`config.mk`:
```
export PLATFORM = sky130hd
export DESIGN_NAME = boolean_expression_stack_evaluator
export DESIGN_NICKNAME = d
export VERILOG_FILES = /design/src/rtl/besev_pkg.sv /design/src/rtl/besev_front.sv /design/src/rtl/besev_queue.sv /design/src/rtl/besev_back.sv /design/src/rtl/boolean_expression_stack_evaluator.sv
export VERILOG_INCLUDE_DIRS = /design/src /design/src/rtl
export SDC_FILE = /design/constraint.sdc
export NUM_CORES = 1
export LEC_CHECK = 0
export ABC_AREA = 1
export BUFFER_PORTS_ARGS = -buffer_cell sky130_fd_sc_hd__buf_2
export CORE_ASPECT_RATIO = 2
export CORE_UTILIZATION = 35
export DETAILED_ROUTE_END_ITERATION = 16
export GPL_ROUTABILITY_DRIVEN = 1
export HOLD_SLACK_MARGIN = 0.15
export MAX_ROUTING_LAYER = met4
export PLACE_DENSITY = 0.56
export SLEW_MARGIN = 15
export SYNTH_ARGS = -nofsm -noshare
export SYNTH_HDL_FRONTEND = slang
export SYNTH_SLANG_ARGS = --single-unit
```
`constraint.sdc`:
```
create_clock -name clk -period 5.4 [get_ports clk]
set_input_delay 0 -clock clk [delete_from_list [all_inputs] [get_ports clk]]
set_output_delay 0 -clock clk [all_outputs]
set_load 0.05 [all_outputs]
```
`src/rtl/boolean_expression_stack_evaluator_macros.svh`:
```
// assertion helpers shared by the rtl
`ifndef BOOLEAN_EXPRESSION_STACK_EVALUATOR_MACROS_SVH
`define BOOLEAN_EXPRESSION_STACK_EVALUATOR_MACROS_SVH

// condition holds at every edge out of reset
`define BESEV_ASSERT_ALWAYS(lbl, ck, rn, cond, msg) \
	lbl: assert property (@(posedge ck) disable iff (!(rn)) (cond)) else $error(msg);

// antecedent at one edge, consequent at the next
`define BESEV_ASSERT_NEXT(lbl, ck, rn, ante, cons, msg) \
	lbl: assert property (@(posedge ck) disable iff (!(rn)) (ante) |=> (cons)) else $error(msg);

`endif

```
`src/rtl/besev_pkg.sv`:
```
package besev_pkg;

	localparam int STACK_DEPTH = 32;
	localparam int CNT_W       = $clog2(STACK_DEPTH + 1);
	localparam int VAR_W       = 52;
	localparam int SYM_W       = 8;
	localparam int QUEUE_DEPTH = 4;
	localparam int QPTR_W      = $clog2(QUEUE_DEPTH);
	localparam int QLVL_W      = $clog2(QUEUE_DEPTH + 1);
	localparam int LETTERS     = 26;

	localparam logic [SYM_W-1:0] CH_LOWER_A = 8'h61;
	localparam logic [SYM_W-1:0] CH_LOWER_Z = 8'h7a;
	localparam logic [SYM_W-1:0] CH_UPPER_A = 8'h41;
	localparam logic [SYM_W-1:0] CH_UPPER_Z = 8'h5a;
	localparam logic [SYM_W-1:0] CH_ZERO    = 8'h30;
	localparam logic [SYM_W-1:0] CH_NINE    = 8'h39;
	localparam logic [SYM_W-1:0] CH_SEMI    = 8'h3b;
	localparam logic [SYM_W-1:0] CH_BANG    = 8'h21;
	localparam logic [SYM_W-1:0] CH_AMP     = 8'h26;
	localparam logic [SYM_W-1:0] CH_BAR     = 8'h7c;
	localparam logic [SYM_W-1:0] CH_GT      = 8'h3e;
	localparam logic [SYM_W-1:0] CH_PLUS    = 8'h2b;

	localparam logic REG_VARS = 1'b0;
	localparam logic REG_MODE = 1'b1;

	typedef enum logic [1:0] {
		K_NOP,
		K_PUSH,
		K_NEG,
		K_BIN
	} kind_t;

	typedef enum logic [1:0] {
		OP_AND,
		OP_OR,
		OP_IMP,
		OP_XOR
	} op_t;

	typedef enum logic [1:0] {
		ST_OK,
		ST_EMPTY,
		ST_OVERFLOW,
		ST_NEG_EMPTY
	} status_t;

	typedef struct packed {
		kind_t kind;
		op_t   op;
		logic  val;
		logic  last;
	} qent_t;

endpackage

```
`src/rtl/besev_front.sv`:
```
module besev_front (
	input  logic                             clk,
	input  logic                             arst_n,
	input  logic                             accept,
	input  logic [besev_pkg::SYM_W-1:0]      symbol,
	input  logic                             final_symbol,
	input  logic [besev_pkg::VAR_W-1:0]      variable_values,
	output besev_pkg::qent_t                 entry
);
	import besev_pkg::*;

	logic pend_present_q;
	logic pend_bit_q;
	logic pend_present_n;
	logic pend_bit_n;
	logic [5:0] var_idx;
	logic is_lower;
	logic is_upper;
	logic is_digit;

	assign is_lower = (symbol >= CH_LOWER_A) && (symbol <= CH_LOWER_Z);
	assign is_upper = (symbol >= CH_UPPER_A) && (symbol <= CH_UPPER_Z);
	assign is_digit = (symbol >= CH_ZERO) && (symbol <= CH_NINE);

	always_comb begin
		if (is_upper) begin
			var_idx = 6'(symbol - CH_UPPER_A) + 6'(LETTERS);
		end else begin
			var_idx = 6'(symbol - CH_LOWER_A);
		end
	end

	always_comb begin
		entry.kind     = K_NOP;
		entry.op       = OP_AND;
		entry.val      = pend_bit_q;
		entry.last     = final_symbol;
		pend_present_n = pend_present_q;
		pend_bit_n     = pend_bit_q;
		if (is_lower || is_upper) begin
			pend_present_n = 1'b1;
			pend_bit_n     = pend_bit_q | variable_values[var_idx];
		end else if (is_digit) begin
			pend_present_n = 1'b1;
			pend_bit_n     = pend_bit_q | (symbol != CH_ZERO);
		end else begin
			case (symbol)
				CH_SEMI: begin
					if (pend_present_q) begin
						entry.kind = K_PUSH;
					end
					pend_present_n = 1'b0;
					pend_bit_n     = 1'b0;
				end
				CH_BANG: entry.kind = K_NEG;
				CH_AMP: begin
					entry.kind = K_BIN;
					entry.op   = OP_AND;
				end
				CH_BAR: begin
					entry.kind = K_BIN;
					entry.op   = OP_OR;
				end
				CH_GT: begin
					entry.kind = K_BIN;
					entry.op   = OP_IMP;
				end
				CH_PLUS: begin
					entry.kind = K_BIN;
					entry.op   = OP_XOR;
				end
				default: entry.kind = K_NOP;
			endcase
		end
	end

	// pending operand, dropped at the end of an expression
	always_ff @(posedge clk or negedge arst_n) begin
		if (!arst_n) begin
			pend_present_q <= 1'b0;
			pend_bit_q     <= 1'b0;
		end else if (accept) begin
			if (final_symbol) begin
				pend_present_q <= 1'b0;
				pend_bit_q     <= 1'b0;
			end else begin
				pend_present_q <= pend_present_n;
				pend_bit_q     <= pend_bit_n;
			end
		end
	end

endmodule

```
`src/rtl/besev_queue.sv`:
```
`include "boolean_expression_stack_evaluator_macros.svh"

module besev_queue (
	input  logic              clk,
	input  logic              arst_n,
	input  logic              wr,
	input  besev_pkg::qent_t  wr_entry,
	output logic              full,
	input  logic              rd,
	output logic              not_empty,
	output besev_pkg::qent_t  rd_entry
);
	import besev_pkg::*;

	qent_t             mem_q [QUEUE_DEPTH];
	logic [QPTR_W-1:0] head_q;
	logic [QPTR_W-1:0] tail_q;
	logic [QLVL_W-1:0] level_q;

	assign full      = (level_q == QLVL_W'(QUEUE_DEPTH));
	assign not_empty = (level_q != '0);
	assign rd_entry  = mem_q[head_q];

	always_ff @(posedge clk) begin
		if (wr) begin
			mem_q[tail_q] <= wr_entry;
		end
	end

	always_ff @(posedge clk or negedge arst_n) begin
		if (!arst_n) begin
			head_q  <= '0;
			tail_q  <= '0;
			level_q <= '0;
		end else begin
			if (wr) begin
				tail_q <= (tail_q == QPTR_W'(QUEUE_DEPTH - 1)) ? '0 : tail_q + 1'b1;
			end
			if (rd) begin
				head_q <= (head_q == QPTR_W'(QUEUE_DEPTH - 1)) ? '0 : head_q + 1'b1;
			end
			if (wr && !rd) begin
				level_q <= level_q + 1'b1;
			end else if (rd && !wr) begin
				level_q <= level_q - 1'b1;
			end
		end
	end

	`BESEV_ASSERT_ALWAYS(a_level_bound, clk, arst_n,
		level_q <= QLVL_W'(QUEUE_DEPTH), "queue level beyond depth")
	`BESEV_ASSERT_NEXT(a_level_grow, clk, arst_n, wr && !rd,
		level_q == $past(level_q) + 1'b1, "queue level did not grow on write")

endmodule

```
`src/rtl/besev_back.sv`:
```
`include "boolean_expression_stack_evaluator_macros.svh"

module besev_back (
	input  logic                    clk,
	input  logic                    arst_n,
	input  logic                    postfix_mode,
	input  logic                    q_not_empty,
	input  besev_pkg::qent_t        q_entry,
	output logic                    q_rd,
	output logic                    out_valid,
	input  logic                    out_ready,
	output logic                    out_truth,
	output besev_pkg::status_t      out_status
);
	import besev_pkg::*;

	logic [STACK_DEPTH-1:0] stack_q;
	logic [CNT_W-1:0]       count_q;
	status_t                sticky_q;
	logic                   out_valid_q;
	logic                   out_truth_q;
	status_t                out_status_q;

	logic [STACK_DEPTH-1:0] stack_n;
	logic [CNT_W-1:0]       count_n;
	status_t                sticky_n;
	logic                   lhs;
	logic                   rhs;
	logic                   comb_bit;
	logic                   res_truth;
	status_t                res_status;
	logic                   do_last;

	// a final word waits until the output register is free
	assign q_rd    = q_not_empty && (!q_entry.last || !out_valid_q || out_ready);
	assign do_last = q_rd && q_entry.last;

	assign out_valid  = out_valid_q;
	assign out_truth  = out_truth_q;
	assign out_status = out_status_q;

	// index 0 is the top of the stack
	assign lhs = postfix_mode ? stack_q[1] : stack_q[0];
	assign rhs = postfix_mode ? stack_q[0] : stack_q[1];

	always_comb begin
		case (q_entry.op)
			OP_AND:  comb_bit = lhs & rhs;
			OP_OR:   comb_bit = lhs | rhs;
			OP_IMP:  comb_bit = ~lhs | rhs;
			OP_XOR:  comb_bit = lhs ^ rhs;
			default: comb_bit = lhs ^ rhs;
		endcase
	end

	always_comb begin
		stack_n  = stack_q;
		count_n  = count_q;
		sticky_n = sticky_q;
		case (q_entry.kind)
			K_PUSH: begin
				if (count_q >= CNT_W'(STACK_DEPTH)) begin
					if (sticky_q == ST_OK) begin
						sticky_n = ST_OVERFLOW;
					end
				end else begin
					stack_n = (stack_q << 1) | STACK_DEPTH'(q_entry.val);
					count_n = count_q + 1'b1;
				end
			end
			K_NEG: begin
				if (count_q == '0) begin
					if (sticky_q == ST_OK) begin
						sticky_n = ST_NEG_EMPTY;
					end
				end else begin
					stack_n[0] = ~stack_q[0];
				end
			end
			K_BIN: begin
				if (count_q >= CNT_W'(2)) begin
					stack_n    = stack_q >> 1;
					stack_n[0] = comb_bit;
					count_n    = count_q - 1'b1;
				end
			end
			default: ;
		endcase
		res_truth = (count_n != '0) & stack_n[0];
		if (sticky_n != ST_OK) begin
			res_status = sticky_n;
		end else if (count_n == '0) begin
			res_status = ST_EMPTY;
		end else begin
			res_status = ST_OK;
		end
	end

	always_ff @(posedge clk or negedge arst_n) begin
		if (!arst_n) begin
			stack_q  <= '0;
			count_q  <= '0;
			sticky_q <= ST_OK;
		end else if (q_rd) begin
			if (q_entry.last) begin
				stack_q  <= '0;
				count_q  <= '0;
				sticky_q <= ST_OK;
			end else begin
				stack_q  <= stack_n;
				count_q  <= count_n;
				sticky_q <= sticky_n;
			end
		end
	end

	always_ff @(posedge clk or negedge arst_n) begin
		if (!arst_n) begin
			out_valid_q <= 1'b0;
		end else if (do_last) begin
			out_valid_q <= 1'b1;
		end else if (out_ready) begin
			out_valid_q <= 1'b0;
		end
	end

	always_ff @(posedge clk) begin
		if (do_last) begin
			out_truth_q  <= res_truth;
			out_status_q <= res_status;
		end
	end

	`BESEV_ASSERT_ALWAYS(a_count_bound, clk, arst_n,
		count_q <= CNT_W'(STACK_DEPTH), "stack count beyond depth")
	`BESEV_ASSERT_ALWAYS(a_unused_zero, clk, arst_n,
		(stack_q >> count_q) == '0, "stack bits above count not clear")
	`BESEV_ASSERT_NEXT(a_end_clear, clk, arst_n, do_last,
		(count_q == '0) && (sticky_q == ST_OK) && out_valid_q,
		"expression state not cleared at end")

endmodule

```
`src/rtl/boolean_expression_stack_evaluator.sv`:
```
// Boolean expression evaluator on a bit stack.
// Input stream: one character per word, s_tdata[7:0] the character, s_tlast on
// the final character of an expression. Letters and digits build an operand,
// ';' pushes it, '& | > +' combine the top two entries, '!' inverts the top.
// Output stream: one word per expression, m_tdata[0] truth, m_tdata[2:1] status
// (0 ok, 1 empty stack, 2 overflow, 3 negation on empty).
// Configuration: wr_en with wr_index 0 loads the 52 letter values, index 1 the
// mode bit (1 postfix, 0 prefix fed last character first). Write only while idle.
// Throughput: one character per cycle while the queue is not full. The front
// classifies a character in the cycle it is accepted, a four-word queue decouples
// it from the stack unit, which executes one queued word per cycle unless a final
// word waits for a free output register. m_tvalid is registered after the queue.
// Reset clears the stack, pending operand and output; letters read 0, mode postfix.
// When m_tready is low the result is held; the stack unit keeps running on the
// following expression until it reaches that expression's final character, then
// the queue fills and s_tready drops.
module boolean_expression_stack_evaluator (
	input  logic                          clk,
	input  logic                          arst_n,
	input  logic                          s_tvalid,
	output logic                          s_tready,
	input  logic [7:0]                    s_tdata,  // [7:0] symbol
	input  logic                          s_tlast,
	output logic                          m_tvalid,
	input  logic                          m_tready,
	output logic [7:0]                    m_tdata,  // [0] truth, [2:1] status
	input  logic                          wr_en,
	input  logic                          wr_index,
	input  logic [besev_pkg::VAR_W-1:0]   wr_data
);
	import besev_pkg::*;

	logic [VAR_W-1:0] vars_q;
	logic             postfix_q;
	logic             s_accept;
	qent_t            fr_entry;
	qent_t            q_entry;
	logic             q_full;
	logic             q_not_empty;
	logic             q_rd;
	logic             res_truth;
	status_t          res_status;

	always_ff @(posedge clk or negedge arst_n) begin
		if (!arst_n) begin
			vars_q    <= '0;
			postfix_q <= 1'b1;
		end else if (wr_en) begin
			case (wr_index)
				REG_VARS: vars_q    <= wr_data;
				REG_MODE: postfix_q <= wr_data[0];
				default:  ;
			endcase
		end
	end

	assign s_tready = !q_full;
	assign s_accept = s_tvalid && s_tready;

	besev_front u_front (
		.clk             (clk),
		.arst_n          (arst_n),
		.accept          (s_accept),
		.symbol          (s_tdata),
		.final_symbol    (s_tlast),
		.variable_values (vars_q),
		.entry           (fr_entry)
	);

	besev_queue u_queue (
		.clk       (clk),
		.arst_n    (arst_n),
		.wr        (s_accept),
		.wr_entry  (fr_entry),
		.full      (q_full),
		.rd        (q_rd),
		.not_empty (q_not_empty),
		.rd_entry  (q_entry)
	);

	besev_back u_back (
		.clk          (clk),
		.arst_n       (arst_n),
		.postfix_mode (postfix_q),
		.q_not_empty  (q_not_empty),
		.q_entry      (q_entry),
		.q_rd         (q_rd),
		.out_valid    (m_tvalid),
		.out_ready    (m_tready),
		.out_truth    (res_truth),
		.out_status   (res_status)
	);

	assign m_tdata = {5'b0, res_status, res_truth};

endmodule
```
== Yosys cells after proc, flatten, opt, wreduce, memory -nomap -nowiden ==
Memories as Yosys holds them, arrays and structs flattened.
Cells that the tools add are included.

* Register bits after elaboration: 106
* Memory bits (writable): 24
* Input port bits: 67
* Memories kept: 1

{| class="wikitable"
|+ Memories
! memory !! words !! width !! read ports !! clocked after Yosys merged registers in !! write ports !! line !! RTL
|-
| u_queue.mem_q || 4 || 6 || 1 || 0 || 1 || besev_queue.sv:15 || <nowiki>qent_t mem_q [QUEUE_DEPTH];</nowiki>
|}

* Add/sub/neg operators: 9
* Magnitude comparators: 9
* Eq/ne operators: 18
* Mux-type cells: 44
* Bitwise logic cells: 11
* Reduce and logical (&&, ||, !) cells: 32

{| class="wikitable"
|+ Operators by type and width
! cell !! number
|-
| $mux W32 || 3
|-
| $pmux W31 S2 || 1
|-
| $eq A8 B6 Y1 const B || 5
|-
| $or A32 B1 Y32 || 1
|-
| $mux W6 || 4
|-
| $mux W1 || 17
|-
| $ge A8 B7 Y1 const B || 2
|-
| $le A8 B7 Y1 const B || 2
|-
| $mux W2 || 8
|-
| $eq A2 B2 Y1 const B || 6
|-
| $logic_not A6 Y1 || 2
|-
| $pmux W2 S3 || 2
|-
| $pmux W6 S2 || 1
|-
| $sub A6 B1 Y6 const B || 2
|-
| $eq A8 B7 Y1 const B || 1
|-
| $ge A8 B6 Y1 const B || 1
|-
| $le A8 B6 Y1 const B || 1
|-
| $logic_and A1 B1 Y1 || 8
|-
| $mux W4 || 2
|-
| $ne A8 B6 Y1 const B || 1
|-
| $lt A6 B7 Y1 const B || 1
|-
| $add A6 B1 Y6 const B || 1
|-
| $add A6 B5 Y6 const B || 1
|-
| $bmux W1 S6 || 1
|-
| 28 further kinds || 49
|}

== Longest topological paths before layout ==
* Word-level depth: 8
* Depth in mapped cells: 18
* Depth with buffers taken out: 17

== By module ==
From an unflattened synthesis, not the netlist that was laid out.

* Cell total of the unflattened synthesis: 951
* Area total of the unflattened synthesis: 7469.7 um^2

{| class="wikitable"
|+ Modules (own cells, without submodules)
! module !! instances !! cells an instance !! area an instance (um^2) !! seq. area each (um^2)
|-
| besev_back || 1 || 342 || 2665.1 || 1116.1
|-
| boolean_expression_stack_evaluator || 1 || 241 || 2182.1 || 1327.5
|-
| besev_queue || 1 || 121 || 1378.8 || 895.9
|-
| besev_front || 1 || 247 || 1243.7 || 50.0
|}

== Worst setup path after synthesis ==
OpenSTA, ideal clock, no wires.

* Kind: reg2reg
* Start point: register u_queue.head_q[0]
* End point: register u_back.out_truth_q, in the netlist u_back.out_truth (data pin)
* Setup time: 0.250 ns
* Arrival time: 2.350 ns
* Required time: 5.150 ns
* Path slack: 2.801 ns
* Stages on the path, launching flop included: 14
* Period minus slack after synthesis: 2.599 ns
* Cell sequence: dfrtp_1 inv_2 clkbuf_1 nand2_1 a32oi_1 ha_1 buf_2 inv_1 nor2_1 o21ai_0 o21ai_0 nand4_1 nand2_1 inv_1

* Longest elaborated chain between the ends: 6
* Elaborated cells on any way between the ends: 16
* Classes of those cells: eq/ne (6); mux (5); bitwise (2); reduce/logical (2); memory (1)

{| class="wikitable"
|+ Ends and longest elaborated chain
! what !! line !! RTL
|-
| start: declaration || besev_queue.sv:16 || <nowiki>logic [QPTR_W-1:0] head_q;</nowiki>
|-
| start signal: assignment || besev_queue.sv:40 || <nowiki>head_q <= (head_q == QPTR_W'(QUEUE_DEPTH - 1)) ? '0 : head_q + 1'b1;</nowiki>
|-
| $mem_v2 Z4 W6 (*) || -- ||
|-
| $eq A2 B2 Y1, or another cell as far along || besev_back.sv:47 || <nowiki>case (q_entry.op)</nowiki>
|-
| $pmux W1 S4 || besev_back.sv:47 ||
|-
| $mux W32 || besev_back.sv:81 || <nowiki>if (count_q >= CNT_W'(2)) begin</nowiki>
|-
| $pmux W1 S3 || besev_back.sv:60 || <nowiki>case (q_entry.kind)</nowiki>
|-
| $and A1 B1 Y1 (*) || besev_back.sv:89 || <nowiki>res_truth = (count_n != '0) & stack_n[0];</nowiki>
|-
| net u_back.res_truth || besev_back.sv:30 || <nowiki>logic res_truth;</nowiki>
|-
| end signal: assignment || besev_back.sv:129 || <nowiki>out_truth_q <= res_truth;</nowiki>
|-
| end: declaration || besev_back.sv:21 || <nowiki>logic out_truth_q;</nowiki>
|}

Mark *: on every way through the listed nets, which the timed path passes. The rest lies on a longest branch. The select of a mux whose other input is x is not followed.
A chain may end at the register's enable or synchronous reset.

== Final worst setup path ==
* Start point: register u_queue.head_q[0]
* End point: register u_back.stack_q[13]

* Longest elaborated chain between the ends: 6
* Elaborated cells on any way between the ends: 13
* Classes of those cells: eq/ne (4); mux (2); reduce/logical (6); memory (1)

{| class="wikitable"
|+ Ends and longest elaborated chain
! what !! line !! RTL
|-
| $mem_v2 Z4 W6 (*) || -- ||
|-
| branches (longest 5 deep; another with $reduce_and A4 Y1) || -- ||
|-
| end signal: assignment || besev_back.sv:110 || <nowiki>stack_q <= stack_n;</nowiki>
|-
| end: declaration || besev_back.sv:17 || <nowiki>logic [STACK_DEPTH-1:0] stack_q;</nowiki>
|}

Every way passes the cells marked *.

==> flow_metrics.env <==
export IMPL_status="complete, no violations"
export IMPL_synthArstFlopShare_pct=79.2
export IMPL_path_buf_inv=5
export IMPL_total_power_mw=4.23
export IMPL_cp_slowest_cell="dfrtp_1"
export IMPL_critPathArrivalTime_ns=3.80
export IMPL_antenna_found_initial=0
export IMPL_cts_max_level=4
export IMPL_synth_ff_type="dfrtp_1"
export IMPL_chipHeight_microns=204
export IMPL_rsz0062_at_grt="no"
export IMPL_r2r_end="u_back.stack_q[13]$_DFFE_PN0P_"
export IMPL_portBuffers=71
export IMPL_cts_root_buf="clkbuf_16"
export IMPL_tns_ns=0
export IMPL_gp_congestion=0.952
export IMPL_required_ns=5.73
export IMPL_cts_setup_buffers=0
export IMPL_cts_buffers=17
export IMPL_avgSynthCellArea_sq_um=8.72
export IMPL_seqCellArea_sq_um=3390
export IMPL_clock_latency_ns=0.43
export IMPL_synth_compound_area_share_pct=13.6
export IMPL_die_w_microns=103
export IMPL_muxShareOfSynthArea_pct=7.07
export IMPL_yosysSeqAreaShare_pct=47.3
export IMPL_worstSetupEndpointType="flip-flop"
export IMPL_multi_input_area_sq_um=3160
export IMPL_cts_resized=0
export IMPL_max_slew_margin_pct=38.2
export IMPL_core_area_sq_um=20000
export IMPL_crit_reg2reg_launch="u_queue.head_q[0]$_DFFE_PN0P_"
export IMPL_synth_adder_area_share_pct=3.77
export IMPL_initial_utilization_pct=35.8
export IMPL_syn_cell_area_sq_um=7170
export IMPL_die_area_sq_um=21100
export IMPL_antenna_cells=0
export IMPL_power_density_nw_per_um2=479
export IMPL_cts_tree="yes"
export IMPL_wl_per_cell_microns=15.1
export IMPL_fill_cells=1949
export IMPL_comb_power_share_pct=40.4
export IMPL_vias=6118
export IMPL_detail_route_vias_per_cell=5.06
export IMPL_synth_top_family_by_area="simple AND/OR/NAND/NOR gates"
export IMPL_layout_drive_gt1_share_pct=18.6
export IMPL_crit_family="buffers and inverters"
export IMPL_power_frac_clock_pct=27.3
export IMPL_drcViolationCount=0
export IMPL_final_max_slew_violation_count=0
export IMPL_grt_pass1_wl_microns=29800
export IMPL_dr_first_iter_drc_count=230
export IMPL_hpwlAfterDp_microns=12700
export IMPL_synth_cell_types=47
export IMPL_worstHoldStart="s_tvalid"
export IMPL_worstSetupPathType="reg -> reg"
export IMPL_ff2ff_path_depth=13
export IMPL_grt_use_total_pct=19.2
export IMPL_max_cap_violations=0
export IMPL_worst_path_largest_cell_delay_ns=0.64
export IMPL_p_leak_nw=3.97
export IMPL_power_frac_seq_pct=32.3
export IMPL_grt_overflow=0
export IMPL_grt_pass1_vias=6284
export IMPL_clkTransAtPathRegs_ns=0.06
export IMPL_holdPathStages=4
export IMPL_setup_violations=0
export IMPL_routed_wl_microns=18200
export IMPL_postSynthCellCount=822
export IMPL_dr_pass1_iters=4
export IMPL_power_switching_mw=1.78
export IMPL_finalCriticalPeriod_ns=3.47
export IMPL_min_to="u_queue.tail_q[1]$_DFFE_PN0P_"
export IMPL_finClkSkew_ns=0.0101
export IMPL_p_int_mw=2.46
export IMPL_grt_max_degree=63
export IMPL_cts_sinks=130
export IMPL_max_freq_mhz=288
export IMPL_critPathLaunchType="flip-flop"
export IMPL_rrSetupSlack_ns=1.93
export IMPL_hold_class="in -> reg"
export IMPL_report_final_hold_viol_count=0
export IMPL_cp_max_fo=62
export IMPL_synth_xor_area_share_pct=1.10
export IMPL_sw_frac_of_total_pct=42.0
export IMPL_syn2layout_area_growth_pct=23.2
export IMPL_synth_edf_count=27
export IMPL_fin_nets=1021
export IMPL_fp_row_count=73
export IMPL_ys_warn_count=0
export IMPL_synthSimpleGateAreaFrac_pct=18.3
export IMPL_ios=77
export IMPL_postRouteAntennaNets=0
export IMPL_path_cells="inv_2 > nand2_1 > a32oi_1 > ha_1 > inv_1 > buf_4 > nor2_1 > inv_1 > o21ai_0 > a21oi_4 > buf_4 > o2111ai_1 > o21ai_0"
export IMPL_ir_worst_vdd_v=0.000354
export IMPL_ys_ff_latch=130
export IMPL_clockBufferDepth=2
export IMPL_tightestPinTransition_ns=0.927
export IMPL_min_period_over_period_pct=64.2
placed cells by master, fill, tap and decap left out, types with 4 or more instances in the layout:
| cell | Yosys | final |
|---|---|---|
| nand2_1 | 150 | 149 |
| dfrtp_1 | 102 | 102 |
| inv_1 | 96 | 96 |
| o21ai_0 | 91 | 91 |
| nand3_1 | 76 | 76 |
| buf_2 | 6 | 70 |
| dlygate4sd3_1 | 0 | 58 |
| mux2_2 | 45 | 45 |
| nor2_1 | 42 | 42 |
| a21oi_1 | 31 | 31 |
| edfxtp_1 | 27 | 27 |
| ha_1 | 20 | 20 |
| o2111ai_1 | 18 | 18 |
| clkbuf_16 | 0 | 17 |
| nor3_1 | 11 | 11 |
| nand2_2 | 7 | 8 |
| buf_4 | 9 | 7 |
| nand4_1 | 6 | 6 |
| a32oi_1 | 6 | 6 |
| xor2_1 | 5 | 5 |
| o22ai_1 | 5 | 5 |
| conb_1 | 1 | 5 |
| clkinv_4 | 0 | 5 |
| xnor2_1 | 4 | 4 |
| inv_4 | 2 | 4 |
power by group through the flow:
stage,Combinational (mW),Clock [mW],Sequential (mW)
after floorplan,1.30,0,1.38
after global placement,1.66,0,1.38
after detailed placement,1.68,0,1.39
after CTS,1.71,1.18,1.37
after global routing,1.91,1.22,1.39
final,1.71,1.16,1.37
cells in the mapped netlist (5+ instances only):
| cell | n | area [sq um] |
|---|---|---|
| nand2_1 | 150 | 563 |
| dfrtp_1 | 102 | 2550 |
| inv_1 | 96 | 360 |
| o21ai_0 | 91 | 455 |
| nand3_1 | 76 | 380 |
| mux2_2 | 45 | 507 |
| nor2_1 | 42 | 158 |
| a21oi_1 | 31 | 155 |
| edfxtp_1 | 27 | 811 |
| clkbuf_1 | 20 | 75.1 |
| ha_1 | 20 | 250 |
| o2111ai_1 | 18 | 158 |
| nor3_1 | 11 | 55.1 |
| buf_4 | 9 | 67.6 |
| nand2_2 | 7 | 43.8 |
| a32oi_1 | 6 | 52.6 |
| buf_1 | 6 | 22.5 |
| buf_2 | 6 | 30.0 |
| nand4_1 | 6 | 37.5 |
| o22ai_1 | 5 | 31.3 |
| xor2_1 | 5 | 43.8 |
per-layer routing:
metal  vias to the layer above  part of all wire, %  global-route usage (%)  wire, microns
met5                         -                    0                       -              0
met4                         0                  3.8                    8.60            694
met3                        52                  2.5                    3.39            447
met2                       125                   58                    36.8          10500
met1                      2951                   36                    17.7           6550
li1                       2990                    -                       -              -
repair_timing:
action / CTS / global route
endpoints found under the setup margin: 0 / 0
hold buffers: 58 / 0
endpoints found under the hold margin: 114 / 0
stage by stage:
| step | cell area (sq um) | util, % | cells | setup WS, ns | hold slack (ns) |
|---|---|---|---|---|---|
| 3_5_place_dp | 7670 | 38.3 | 1118 | 1.98 | 0.116 |
| 6_report | 8830 | 44.2 | 1208 | 1.93 | 0.150 |
| 4_1_cts | 8830 | 44.2 | 1208 | 1.96 | 0.155 |
| 3_3_place_gp | 7670 | 38.3 | 1118 | 2.02 | 0.116 |
| 5_1_grt | 8830 | 44.2 | 1208 | 1.57 | 0.211 |
| 2_1_floorplan | 7180 | - | 826 | 2.80 | -0.296 |
worst max-delay path by stage:
stage                                       start                        endpoint  slack [ns]  cells past startpoint
CTS                 u_queue.head_q[0]$_DFFE_PN0P_  u_back.stack_q[13]$_DFFE_PN0P_        1.96                     13
detailed placement  u_queue.head_q[0]$_DFFE_PN0P_  u_back.stack_q[13]$_DFFE_PN0P_        1.98                     13
finish              u_queue.head_q[0]$_DFFE_PN0P_  u_back.stack_q[13]$_DFFE_PN0P_        1.93                     13
global placement    u_queue.head_q[0]$_DFFE_PN0P_  u_back.stack_q[24]$_DFFE_PN0P_        2.02                     13
floorplan           u_queue.head_q[0]$_DFFE_PN0P_      u_back.out_truth$_DFFE_PP_        2.80                     13
global route        u_queue.head_q[0]$_DFFE_PN0P_  u_back.stack_q[13]$_DFFE_PN0P_        1.57                     13
cell families after synthesis:
logic type	Yosys count
AO/OA/AOI/OAI	167
XOR/XNOR	9
adder cells (fa/ha/maj)	21
buffers and inverters	148
flip-flops	130
multiplexers	45
other	1
AND/OR/NAND/NOR	301
tightest hold or removal path: stages:
cell	delay [ns]
buf_2	0.07
nand2_1	0.17
inv_1	0.19
o21ai_0	0.10
sequential cells by signal (all words and copies together) (netlist names), 2 cells and up:
signal and cells:
u_back.sticky_q 2, u_queue.tail_q 2, u_back.count_q 6, u_queue.level_q 3
u_back.stack_q 32, u_back.out_status 2, vars_q 52, u_queue.head_q 2
u_queue.mem_q 24
layout make-up:
class / count / area share, %
Multi-Input combinational cell: 548 / 35.8
Timing Repair Buffer: 135 / 11.1
Inverter: 101 / 4.35
Clock buffer: 18 / 4.86
Tap cell: 262 / 3.71
Clock inverter: 14 / 1.77
Sequential cell: 130 / 38.4
Power figures use the tool's default switching activity.
